==> src/hw/rtl/pgai_pkg.sv <==
`timescale 1ns / 1ps

package pgai_pkg;

    localparam int KEY_ROWS_DEFAULT = 3;

    localparam logic [1:0] ACT_READ  = 2'd0;
    localparam logic [1:0] ACT_WRITE = 2'd1;
    localparam logic [1:0] ACT_TICK  = 2'd2;
    localparam logic [1:0] ACT_KEY   = 2'd3;

    localparam logic [7:0] OFS_LCD_DATA = 8'd4;
    localparam logic [7:0] OFS_LCD_CMD  = 8'd5;
    localparam logic [7:0] OFS_IRQ_ACK  = 8'd6;
    localparam logic [7:0] OFS_MASK     = 8'd7;

    localparam logic [1:0] STROBE_NONE = 2'd0;
    localparam logic [1:0] STROBE_DATA = 2'd1;
    localparam logic [1:0] STROBE_CMD  = 2'd2;

    localparam logic [7:0] READ_IDLE          = 8'hff;
    localparam logic [7:0] MASK_RESET         = 8'hff;
    localparam logic [7:0] SCAN_LATCH_RESET   = 8'hf7;
    localparam logic [7:0] KEY_RETURNS_RESET  = 8'hff;
    localparam logic [7:0] LCD_TICKS_RESET    = 8'd16;
    localparam logic [7:0] SRC_LCD_DONE       = 8'h01;
    localparam logic [7:0] SRC_RX_READY       = 8'h08;

    typedef struct packed {
        logic [1:0] action;
        logic [8:0] address;
        logic [7:0] write_data;
        logic [1:0] key_row;
        logic [2:0] key_bit;
        logic       key_down;
        logic       rx_ready;
    } in_item_t;

    typedef struct packed {
        logic [7:0] read_data;
        logic       irq_request;
        logic       irq_dropped;
        logic [1:0] lcd_strobe;
        logic       lcd_supply;
        logic [2:0] lamps;
    } out_item_t;

    typedef struct packed {
        logic       en;
        logic [1:0] key_row;
        logic [2:0] key_bit;
        logic       key_down;
    } key_upd_t;

endpackage

==> src/hw/rtl/pgai_keys.sv <==
`timescale 1ns / 1ps

module pgai_keys #(
    parameter int KEY_ROWS = pgai_pkg::KEY_ROWS_DEFAULT
) (
    input  logic              aclk,
    input  logic              aresetn,
    input  pgai_pkg::key_upd_t upd,
    input  logic [7:0]        scan_low,
    output logic [7:0]        scan_data
);
    import pgai_pkg::*;

    logic [7:0] key_returns_reg [KEY_ROWS];

    for (genvar r = 0; r < KEY_ROWS; r++) begin : g_row
        always_ff @(posedge aclk) begin
            if (!aresetn) begin
                key_returns_reg[r] <= KEY_RETURNS_RESET;
            end else if (upd.en && int'(upd.key_row) == r) begin
                key_returns_reg[r][upd.key_bit] <= !upd.key_down;
            end
        end
    end

    // a row takes part when its strobe bit is low
    always_comb begin
        scan_data = 8'hff;
        for (int r = 0; r < KEY_ROWS; r++) begin
            if (!scan_low[r]) begin
                scan_data = scan_data & key_returns_reg[r];
            end
        end
    end

endmodule

==> src/hw/rtl/pgai_core.sv <==
`timescale 1ns / 1ps

module pgai_core (
    input  logic                aclk,
    input  logic                aresetn,
    input  logic                fire,
    input  pgai_pkg::in_item_t  item,
    input  logic                cfg_wr_en,
    input  logic [7:0]          cfg_wr_data,
    input  logic [7:0]          scan_data,
    output logic [7:0]          scan_low,
    output pgai_pkg::key_upd_t  key_upd,
    output pgai_pkg::out_item_t result
);
    import pgai_pkg::*;

    logic [7:0] lcd_ticks_reg;
    logic [7:0] pending_reg, pending_next;
    logic [7:0] mask_reg, mask_next;
    logic [7:0] latch_reg, latch_next;
    logic [7:0] count_reg, count_next;
    logic       last_rx_reg, last_rx_next;

    logic [7:0] pend_rx;
    logic [7:0] active;
    logic [2:0] ack_idx;
    logic       in_scan;

    assign scan_low = item.address[7:0];
    assign in_scan  = !item.address[8];
    assign pend_rx  = pending_reg | ((item.rx_ready && !last_rx_reg) ? SRC_RX_READY : 8'h00);
    assign active   = pend_rx & ~mask_reg;

    // lowest enabled pending source
    always_comb begin
        ack_idx = 3'd0;
        for (int n = 7; n >= 0; n--) begin
            if (active[n]) begin
                ack_idx = 3'(n);
            end
        end
    end

    always_comb begin
        pending_next       = pending_reg;
        mask_next          = mask_reg;
        latch_next         = latch_reg;
        count_next         = count_reg;
        last_rx_next       = last_rx_reg;
        key_upd            = '0;
        result.read_data   = READ_IDLE;
        result.irq_dropped = 1'b0;
        result.lcd_strobe  = STROBE_NONE;
        if (fire) begin
            pending_next = pend_rx;
            last_rx_next = item.rx_ready;
            unique case (item.action)
                ACT_READ: begin
                    if (in_scan) begin
                        latch_next       = scan_low;
                        result.read_data = scan_data;
                    end else if (scan_low == OFS_IRQ_ACK) begin
                        if (active == 8'h00) begin
                            result.read_data = 8'h00;
                        end else begin
                            result.read_data   = {5'b0, ack_idx} + 8'd1;
                            result.irq_dropped = 1'b1;
                            pending_next       = pend_rx & ~(8'b1 << ack_idx);
                        end
                    end
                end
                ACT_WRITE: begin
                    if (in_scan) begin
                        latch_next = scan_low;
                    end else if (scan_low == OFS_LCD_DATA || scan_low == OFS_LCD_CMD) begin
                        result.lcd_strobe = (scan_low == OFS_LCD_DATA) ? STROBE_DATA
                                                                        : STROBE_CMD;
                        count_next = lcd_ticks_reg;
                    end else if (scan_low == OFS_MASK) begin
                        mask_next = item.write_data;
                    end
                end
                ACT_TICK: begin
                    if (count_reg != 8'd0) begin
                        count_next = count_reg - 8'd1;
                        if (count_reg == 8'd1) begin
                            pending_next = pend_rx | SRC_LCD_DONE;
                        end
                    end
                end
                ACT_KEY: begin
                    key_upd.en       = 1'b1;
                    key_upd.key_row  = item.key_row;
                    key_upd.key_bit  = item.key_bit;
                    key_upd.key_down = item.key_down;
                end
                default: begin
                end
            endcase
        end
        result.irq_request = |(pending_next & ~mask_next);
        result.lcd_supply  = latch_next[3];
        result.lamps       = ~latch_next[6:4];
    end

    always_ff @(posedge aclk) begin
        if (!aresetn) begin
            lcd_ticks_reg <= LCD_TICKS_RESET;
            pending_reg   <= 8'h00;
            mask_reg      <= MASK_RESET;
            latch_reg     <= SCAN_LATCH_RESET;
            count_reg     <= 8'h00;
            last_rx_reg   <= 1'b0;
        end else begin
            if (cfg_wr_en) begin
                lcd_ticks_reg <= cfg_wr_data;
            end
            pending_reg <= pending_next;
            mask_reg    <= mask_next;
            latch_reg   <= latch_next;
            count_reg   <= count_next;
            last_rx_reg <= last_rx_next;
        end
    end

endmodule

==> src/hw/rtl/panel_gate_array_interrupt_scan.sv <==
`timescale 1ns / 1ps
// panel gate array: interrupt latch with priority acknowledge, lcd-done timer, key scan
// s_ channel: one item per bus read, bus write, frame tick or key change (valid/ready)
// m_ channel: exactly one result item per input item, in order (valid/ready)
// cfg_wr_en/cfg_wr_data: loads the lcd-done tick count; the user must write it while the block is idle, unchecked
// an accepted item sits in the input register until the output register can move;
// its state update and result are then taken into the output register, and the
// result is offered from there
// throughput is one item per cycle while m_ready is high: the single pass of priority
// encode and latch updates between the two registers sets it
// when m_ready is low the result holds and the input register takes one more item,
// then s_ready falls until the result is taken
// reset clears both registers and restores the sources, mask, scan latch, key rows,
// countdown and tick count to their idle values

module panel_gate_array_interrupt_scan #(
    parameter int KEY_ROWS = pgai_pkg::KEY_ROWS_DEFAULT
) (
    input  logic                aclk,
    input  logic                aresetn,
    input  logic                s_valid,
    output logic                s_ready,
    input  pgai_pkg::in_item_t  s_item,
    output logic                m_valid,
    input  logic                m_ready,
    output pgai_pkg::out_item_t m_item,
    input  logic                cfg_wr_en,
    input  logic [7:0]          cfg_wr_data
);
    import pgai_pkg::*;

    logic      in_valid_reg;
    in_item_t  in_item_reg;
    logic      m_valid_reg;
    out_item_t m_item_reg;

    logic      advance;
    logic      fire;
    out_item_t result;
    key_upd_t  key_upd;
    logic [7:0] scan_low;
    logic [7:0] scan_data;

    assign advance = !m_valid_reg || m_ready;
    assign fire    = in_valid_reg && advance;
    assign s_ready = !in_valid_reg || advance;
    assign m_valid = m_valid_reg;
    assign m_item  = m_item_reg;

    always_ff @(posedge aclk) begin
        if (!aresetn) begin
            in_valid_reg <= 1'b0;
            m_valid_reg  <= 1'b0;
        end else begin
            if (s_ready) begin
                in_valid_reg <= s_valid;
            end
            if (advance) begin
                m_valid_reg <= in_valid_reg;
            end
        end
    end

    always_ff @(posedge aclk) begin
        if (s_ready) begin
            in_item_reg <= s_item;
        end
        if (fire) begin
            m_item_reg <= result;
        end
    end

    pgai_core u_core (
        .aclk        (aclk),
        .aresetn     (aresetn),
        .fire        (fire),
        .item        (in_item_reg),
        .cfg_wr_en   (cfg_wr_en),
        .cfg_wr_data (cfg_wr_data),
        .scan_data   (scan_data),
        .scan_low    (scan_low),
        .key_upd     (key_upd),
        .result      (result)
    );

    pgai_keys #(
        .KEY_ROWS (KEY_ROWS)
    ) u_keys (
        .aclk      (aclk),
        .aresetn   (aresetn),
        .upd       (key_upd),
        .scan_low  (scan_low),
        .scan_data (scan_data)
    );

`ifndef SYNTHESIS
    a_stall_only_on_full: assert property (@(posedge aclk) disable iff (!aresetn)
        !s_ready |-> (m_valid && !m_ready))
        else $error("input stalled while the output register could move");

    a_ack_source_range: assert property (@(posedge aclk) disable iff (!aresetn)
        (m_valid && m_item.irq_dropped) |->
        (m_item.read_data != 8'd0 && m_item.read_data <= 8'd8))
        else $error("acknowledge returned no valid source number");

    a_strobe_not_read: assert property (@(posedge aclk) disable iff (!aresetn)
        (m_valid && m_item.lcd_strobe != STROBE_NONE) |->
        (m_item.read_data == READ_IDLE && !m_item.irq_dropped))
        else $error("lcd strobe on an item that read data");
`endif

endmodule
==> config.mk <==
export PLATFORM = sky130hd
export DESIGN_NAME = panel_gate_array_interrupt_scan
export DESIGN_NICKNAME = d
export VERILOG_FILES = /design/src/hw/rtl/pgai_pkg.sv /design/src/hw/rtl/pgai_keys.sv /design/src/hw/rtl/pgai_core.sv /design/src/hw/rtl/panel_gate_array_interrupt_scan.sv
export SDC_FILE = /design/constraint.sdc
export NUM_CORES = 1
export LEC_CHECK = 0
export ABC_AREA = 0
export BUFFER_PORTS_ARGS = -buffer_cell sky130_fd_sc_hd__clkbuf_2
export CORE_ASPECT_RATIO = 0.8
export CORE_MARGIN = 2
export CORE_UTILIZATION = 35
export CTS_BUF_LIST = sky130_fd_sc_hd__clkbuf_8
export DETAILED_ROUTE_END_ITERATION = 8
export GPL_ROUTABILITY_DRIVEN = 0
export PLACE_DENSITY = 0.52
export SKIP_CTS_REPAIR_TIMING = 1
export SYNTH_ARGS = -nofsm -noshare
export SYNTH_HDL_FRONTEND = slang
export SYNTH_SLANG_ARGS = --single-unit
==> constraint.sdc <==
create_clock -name aclk -period 2.7 [get_ports aclk]
set_input_delay 0.54 -clock aclk [delete_from_list [all_inputs] [get_ports aclk]]
set_output_delay 0.54 -clock aclk [all_outputs]
set_load 0.02 [all_outputs]
# Word level (Yosys, flattened, before mapping)
# Memories as Yosys holds them, arrays and structs flattened.
# Cells that the tools add are included.
# Widths: inputs -> output; s select.
# op_classes
shift,1
add_sub_neg,2
reduce_logical,24
order_cmp,2
eq_ne,13
bitwise_logic,35
mux,74
# op_table
cell,n
$mux 8,21
$and 8x8->8,5
$mux 1,35
$mux 7,5
$eq 8x3->1 const B,4
$pmux 8 s2,2
$mux 3,8
$not 8->8,3
$or 1x1->1,24
$reduce_and 3->1,3
$eq 2x2->1 const B,4
$eq 8x1->1 const B,1
$logic_not 8->1,1
$or 8x4->8,1
$reduce_bool 8->1,1
$reduce_or 8->1,1
$shl 1x3->8 const A,1
$sub 8x1->8 const B,1
$logic_and 1x1->1,6
$reduce_and 5->1,1
$add 3x1->4 const B,1
$logic_not 1->1,4
$logic_not 2->1,2
$lt 3x4->1 const B,1
other kinds (12),15
# word_totals
register_bits,84
ram_bits,24
mem_count,1
output_inout_bits,18
inputBits,39
wordCells,174
# memory_table
memory,depth,width,rd,rd_ports_with_merged_regs,write_ports,line_no,text
u_keys.key_returns_reg,3,8,3,0,3,pgai_keys.sv:14,logic [7:0] key_returns_reg [KEY_ROWS];

# Depth between registers and ports, before layout
# logic_depth
word_depth,23
mapped_depth,12
depth_no_buf,12

# Modules after synthesis
# Synthesis repeated with hierarchy kept, for this count alone.
# hier_totals
cells_unflattened,452
hier_area_um2,4901.0
# by_module_without_submodules
mod,n_inst,area_each_um2,cells_each
pgai_core,1,2224.6,268
panel_gate_array_interrupt_scan,1,1342.5,50
pgai_keys,1,1333.8,134

# Worst setup path after synthesis
# No wires, ideal clock.
# synth_timing
path_kind,in2reg
startpoint,in m_ready
endpoint,mem u_keys.key_returns_reg[1][6] (enable)
setup_slack_ns,0.422
arrival_time_ns,1.967
required_ns,2.388
setup_ns,0.312
path_buffers,0
path_stages,7
path_cell_list,nand2b_1 > nand2_1 > inv_1 > nand3_1 > nor2_1 > nand3_1 > o21ai_0
# synth_lines
element,line_no,text
"start, declared",panel_gate_array_interrupt_scan.sv:25,"input logic m_ready,"
"end, declared",pgai_keys.sv:14,

==> PnR_summary.wiki <==
{| class="wikitable"
! Metric !! Value
|-
| Outcome || finished clean
|-
| Total of endpoints with negative setup slack in the final report || 0
|-
| Hold crit path type || primary input to register
|-
| Number of antenna diodes || 0
|-
| Leakage component of the power || around 1.9 nW
|-
| Via count normalized by instance count || 5.04
|-
| Initial core utilization || 36.0%
|-
| Die boundary width || 133 µm
|-
| Avg Inst Size Synth || 11.0 µm²
|-
| RSZ-0062 raised after global routing || no
|-
| Number of register bits inferred by synthesis || 105
|-
| Number of ports placed on the die boundary || 57
|-
| Setup_tns || 0 ns
|-
| Post-place setup slack || 0.219 ns
|-
| Final layout net count || 539
|-
| Fill cells || 1,245
|-
| Syn nets || 473
|-
| Netlist Area Pre-Place || 4670 µm²
|-
| Total congestion overflow after global routing || 0
|-
| Part of the power in registers || 60.6%
|-
| Yosys warns || 0
|-
| Die Ht || 107 µm
|-
| PortBufs || 56
|-
| Power consumption || 2.94 mW
|-
| Clock Root Buffer || clkbuf_8
|-
| Remaining routing DRC violations || 0
|-
| Iteration-0 DRC Markers || around 220
|-
| Number of levels the H-tree was split into || 3
|-
| TritonCTS clock tree || built
|-
| Total wire length || 11,100 µm
|-
| Max FO, Critical Path || 4
|-
| Data required time at the worst endpoint || 2.84 ns
|-
| DRT Pass-1 Iters || 5
|-
| Minimum setup slack in the final design || 0.404 ns
|-
| Standard cell core area || 13,000 µm²
|-
| Capturing element type of the critical path || register
|-
| Global-route wire length before repair || ~18,000 µm
|-
| Final Max Slew Viols || 0
|-
| Post-synth EDFFs || 66
|-
| Placed Cells incl. Taps || between 600 and 700
|-
| DP Area || 5230 µm²
|-
| Highest ir drop seen on vdd || 0.277 mV
|-
| Total number of placement rows || 37
|-
| DR WL/cell || between 15 and 20 µm
|-
| Worst Path Class, Setup || register to register
|-
| Worst slew pin tran || 0.597 ns
|-
| Proportion of total power due to net switching || 24.9%
|-
| Number of maximum-capacitance constraint violations || 0
|-
| Clock latency of the later-clocked register in the worst-skew pair || 0.39 ns
|-
| Clock tree skew after final layout || 0.0186 ns
|-
| Switching pwr || 0.732 mW
|-
| Synth-to-Final Area Change || 16.3%
|-
| Total die area || roughly 14,000 µm²
|-
| Launching element type of the critical path || register
|-
| Share of synthesized flip-flops with an asynchronous set or reset || 0%
|-
| Via count of the first global-routing pass || roughly 3,400
|-
| Post-route cell area || 5430 µm²
|-
| Count of non-filler cells in the finished layout || 672
|-
| Synth cell types || 50
|-
| Clock slew at reported path FFs || 0.11 ns
|-
| Peak Freq || 436 MHz
|-
| Sink count of the clock tree || 105
|-
| Combinational share of power || under 10%
|-
| Number of nets with antenna violations after routing || 0
|-
| Data arrival time of the worst path || 2.43 ns
|-
| Pin count of the biggest net entering global routing || 38
|-
| Tightest slew margin relative to the limit || 59.9%
|-
| Part of the Yosys area used for sequential elements || 59.1%
|-
| Num CTS Buffers || 9
|-
| Clock buffer depth || 2
|-
| Total global-route track usage || about 16%
|-
| Number of flip-flops in the largest register || 26
|-
| Share of final-layout standard cells stronger than drive strength 1 || between 20% and 30%
|-
| Final design utilization || 41.9%
|-
| Clock period minus final worst setup slack || 2.30 ns
|-
| Via Count || 3,389
|-
| Primary flip-flop cell chosen by synthesis mapping || edfxtp_1
|-
| Worst-case hold slack || 0.318 ns
|-
| Post-synthesis cell count || about 430
|-
| Period utilisation layout || 85.0%
|-
| Final Hold Vio Count || 0
|-
| Internal Power || 2.21 mW
|-
| Half-perimeter wire length after placement || 7900 µm
|-
| Initial antenna violation count || 0
|-
| Cell Pwr Density || between 500 and 600 nW/µm²
|-
| Clock network power share || 33.0%
|}
==> path summary, 6_finish.rpt <==
check / from / endpoint / slack, ns / cells after the start
worst max-delay path: u_core.pending_reg[7] / m_item[7] / 0.40 / 10
worst min-delay path: s_item[8] / in_item_reg[8] / 0.32 / 1
worst max register to register: u_core.pending_reg[7] / m_item[7] / 0.40 / 10
worst min register to register: u_core.last_rx_reg / u_core.last_rx_reg / 0.49 / 2
==> final cells by class <==
cell class	count	area [µm²]	area share, %
Clock buffer	10	138	2.53
Clock inverter	6	60.1	1.11
Inverter	9	33.8	0.622
Multi-Input combinational cell	291	1790	32.9
Sequential cell	105	2760	50.8
Tap cell	175	219	4.03
Timing Repair Buffer	76	430	7.92
==> cell usage in the layout (no fill, tap or decap), types with 2 or more instances in the layout <==
master / count
nor4_1: 2
a32oi_1: 4
o31ai_1: 2
buf_4: 20
or3_1: 3
and2_1: 8
clkbuf_2: 56
clkbuf_8: 10
nand3_1: 9
a22oi_1: 2
edfxtp_1: 66
and3_1: 4
o22a_2: 7
o22ai_1: 2
nor3_1: 11
ha_1: 8
dfxtp_1: 39
nor3b_1: 2
mux2i_1: 19
nand2_1: 65
nand2b_1: 11
nor4b_4: 2
a21boi_0: 6
nor2b_1: 17
o21a_1: 3
o21ai_0: 40
nand4b_1: 3
clkinv_4: 2
nor2_1: 20
o221a_2: 2
a21boi_2: 2
inv_1: 9
a21oi_1: 13
nand4_1: 3
a31oi_1: 6
==> kinds of logic after synthesis <==
group	count (synthesis)	synth area share, %
AO/OA/AOI/OAI	95	13.0
adder cells (fa/ha/maj)	8	2.14
buffers and inverters	30	2.60
flip-flops	105	59.1
multiplexers	20	4.31
AND/OR/NAND/NOR	168	18.8
==> metal layers <==
layer | vias up | track usage (%) | wire [µm]
li1 | 1680 | - | -
met4 | 0 | 5.47 | 144
met3 | 13 | 4.14 | 670
met1 | 1592 | 23.3 | 5570
met2 | 104 | 24.2 | 4680
met5 | - | 0 | 0
==> worst max-delay path, stage by stage (launching register included) <==
cell and delay [ns]:
dfxtp_1 0.35, nor2b_1 0.23, a21oi_1 0.10, o22ai_1 0.12, nand2_1 0.12, a21boi_2 0.24
ha_1 0.21, ha_1 0.15, nand4_1 0.14, a32oi_1 0.26, nand4_1 0.12
==> cell usage after synthesis, drive strengths merged, types with 6 or more instances <==
library cell	count	area share [%]
a21boi	8	1.4
a21oi	13	1.4
a31oi	6	0.80
and2	9	1.2
clkbuf	18	1.4
dfxtp	39	17
edfxtp	66	42
ha	8	2.1
inv	9	0.72
mux2i	19	4.1
nand2	66	5.4
nand2b	11	1.5
nand3	9	0.96
nor2	21	1.7
nor2b	17	2.3
nor3	12	1.5
o21ai	41	4.4
o22a	7	1.5
==> power by group through the flow <==
stage | Sequential [mW] | Combinational [mW] | Clock, mW
floorplan | 1.81 | 0.112 | 0
global placement | 1.82 | 0.186 | 0
detailed placement | 1.82 | 0.188 | 0
CTS | 1.78 | 0.189 | 1.00
global route | 1.79 | 0.209 | 1.05
finish | 1.78 | 0.188 | 0.969
(Power assumes the default switching activity.)
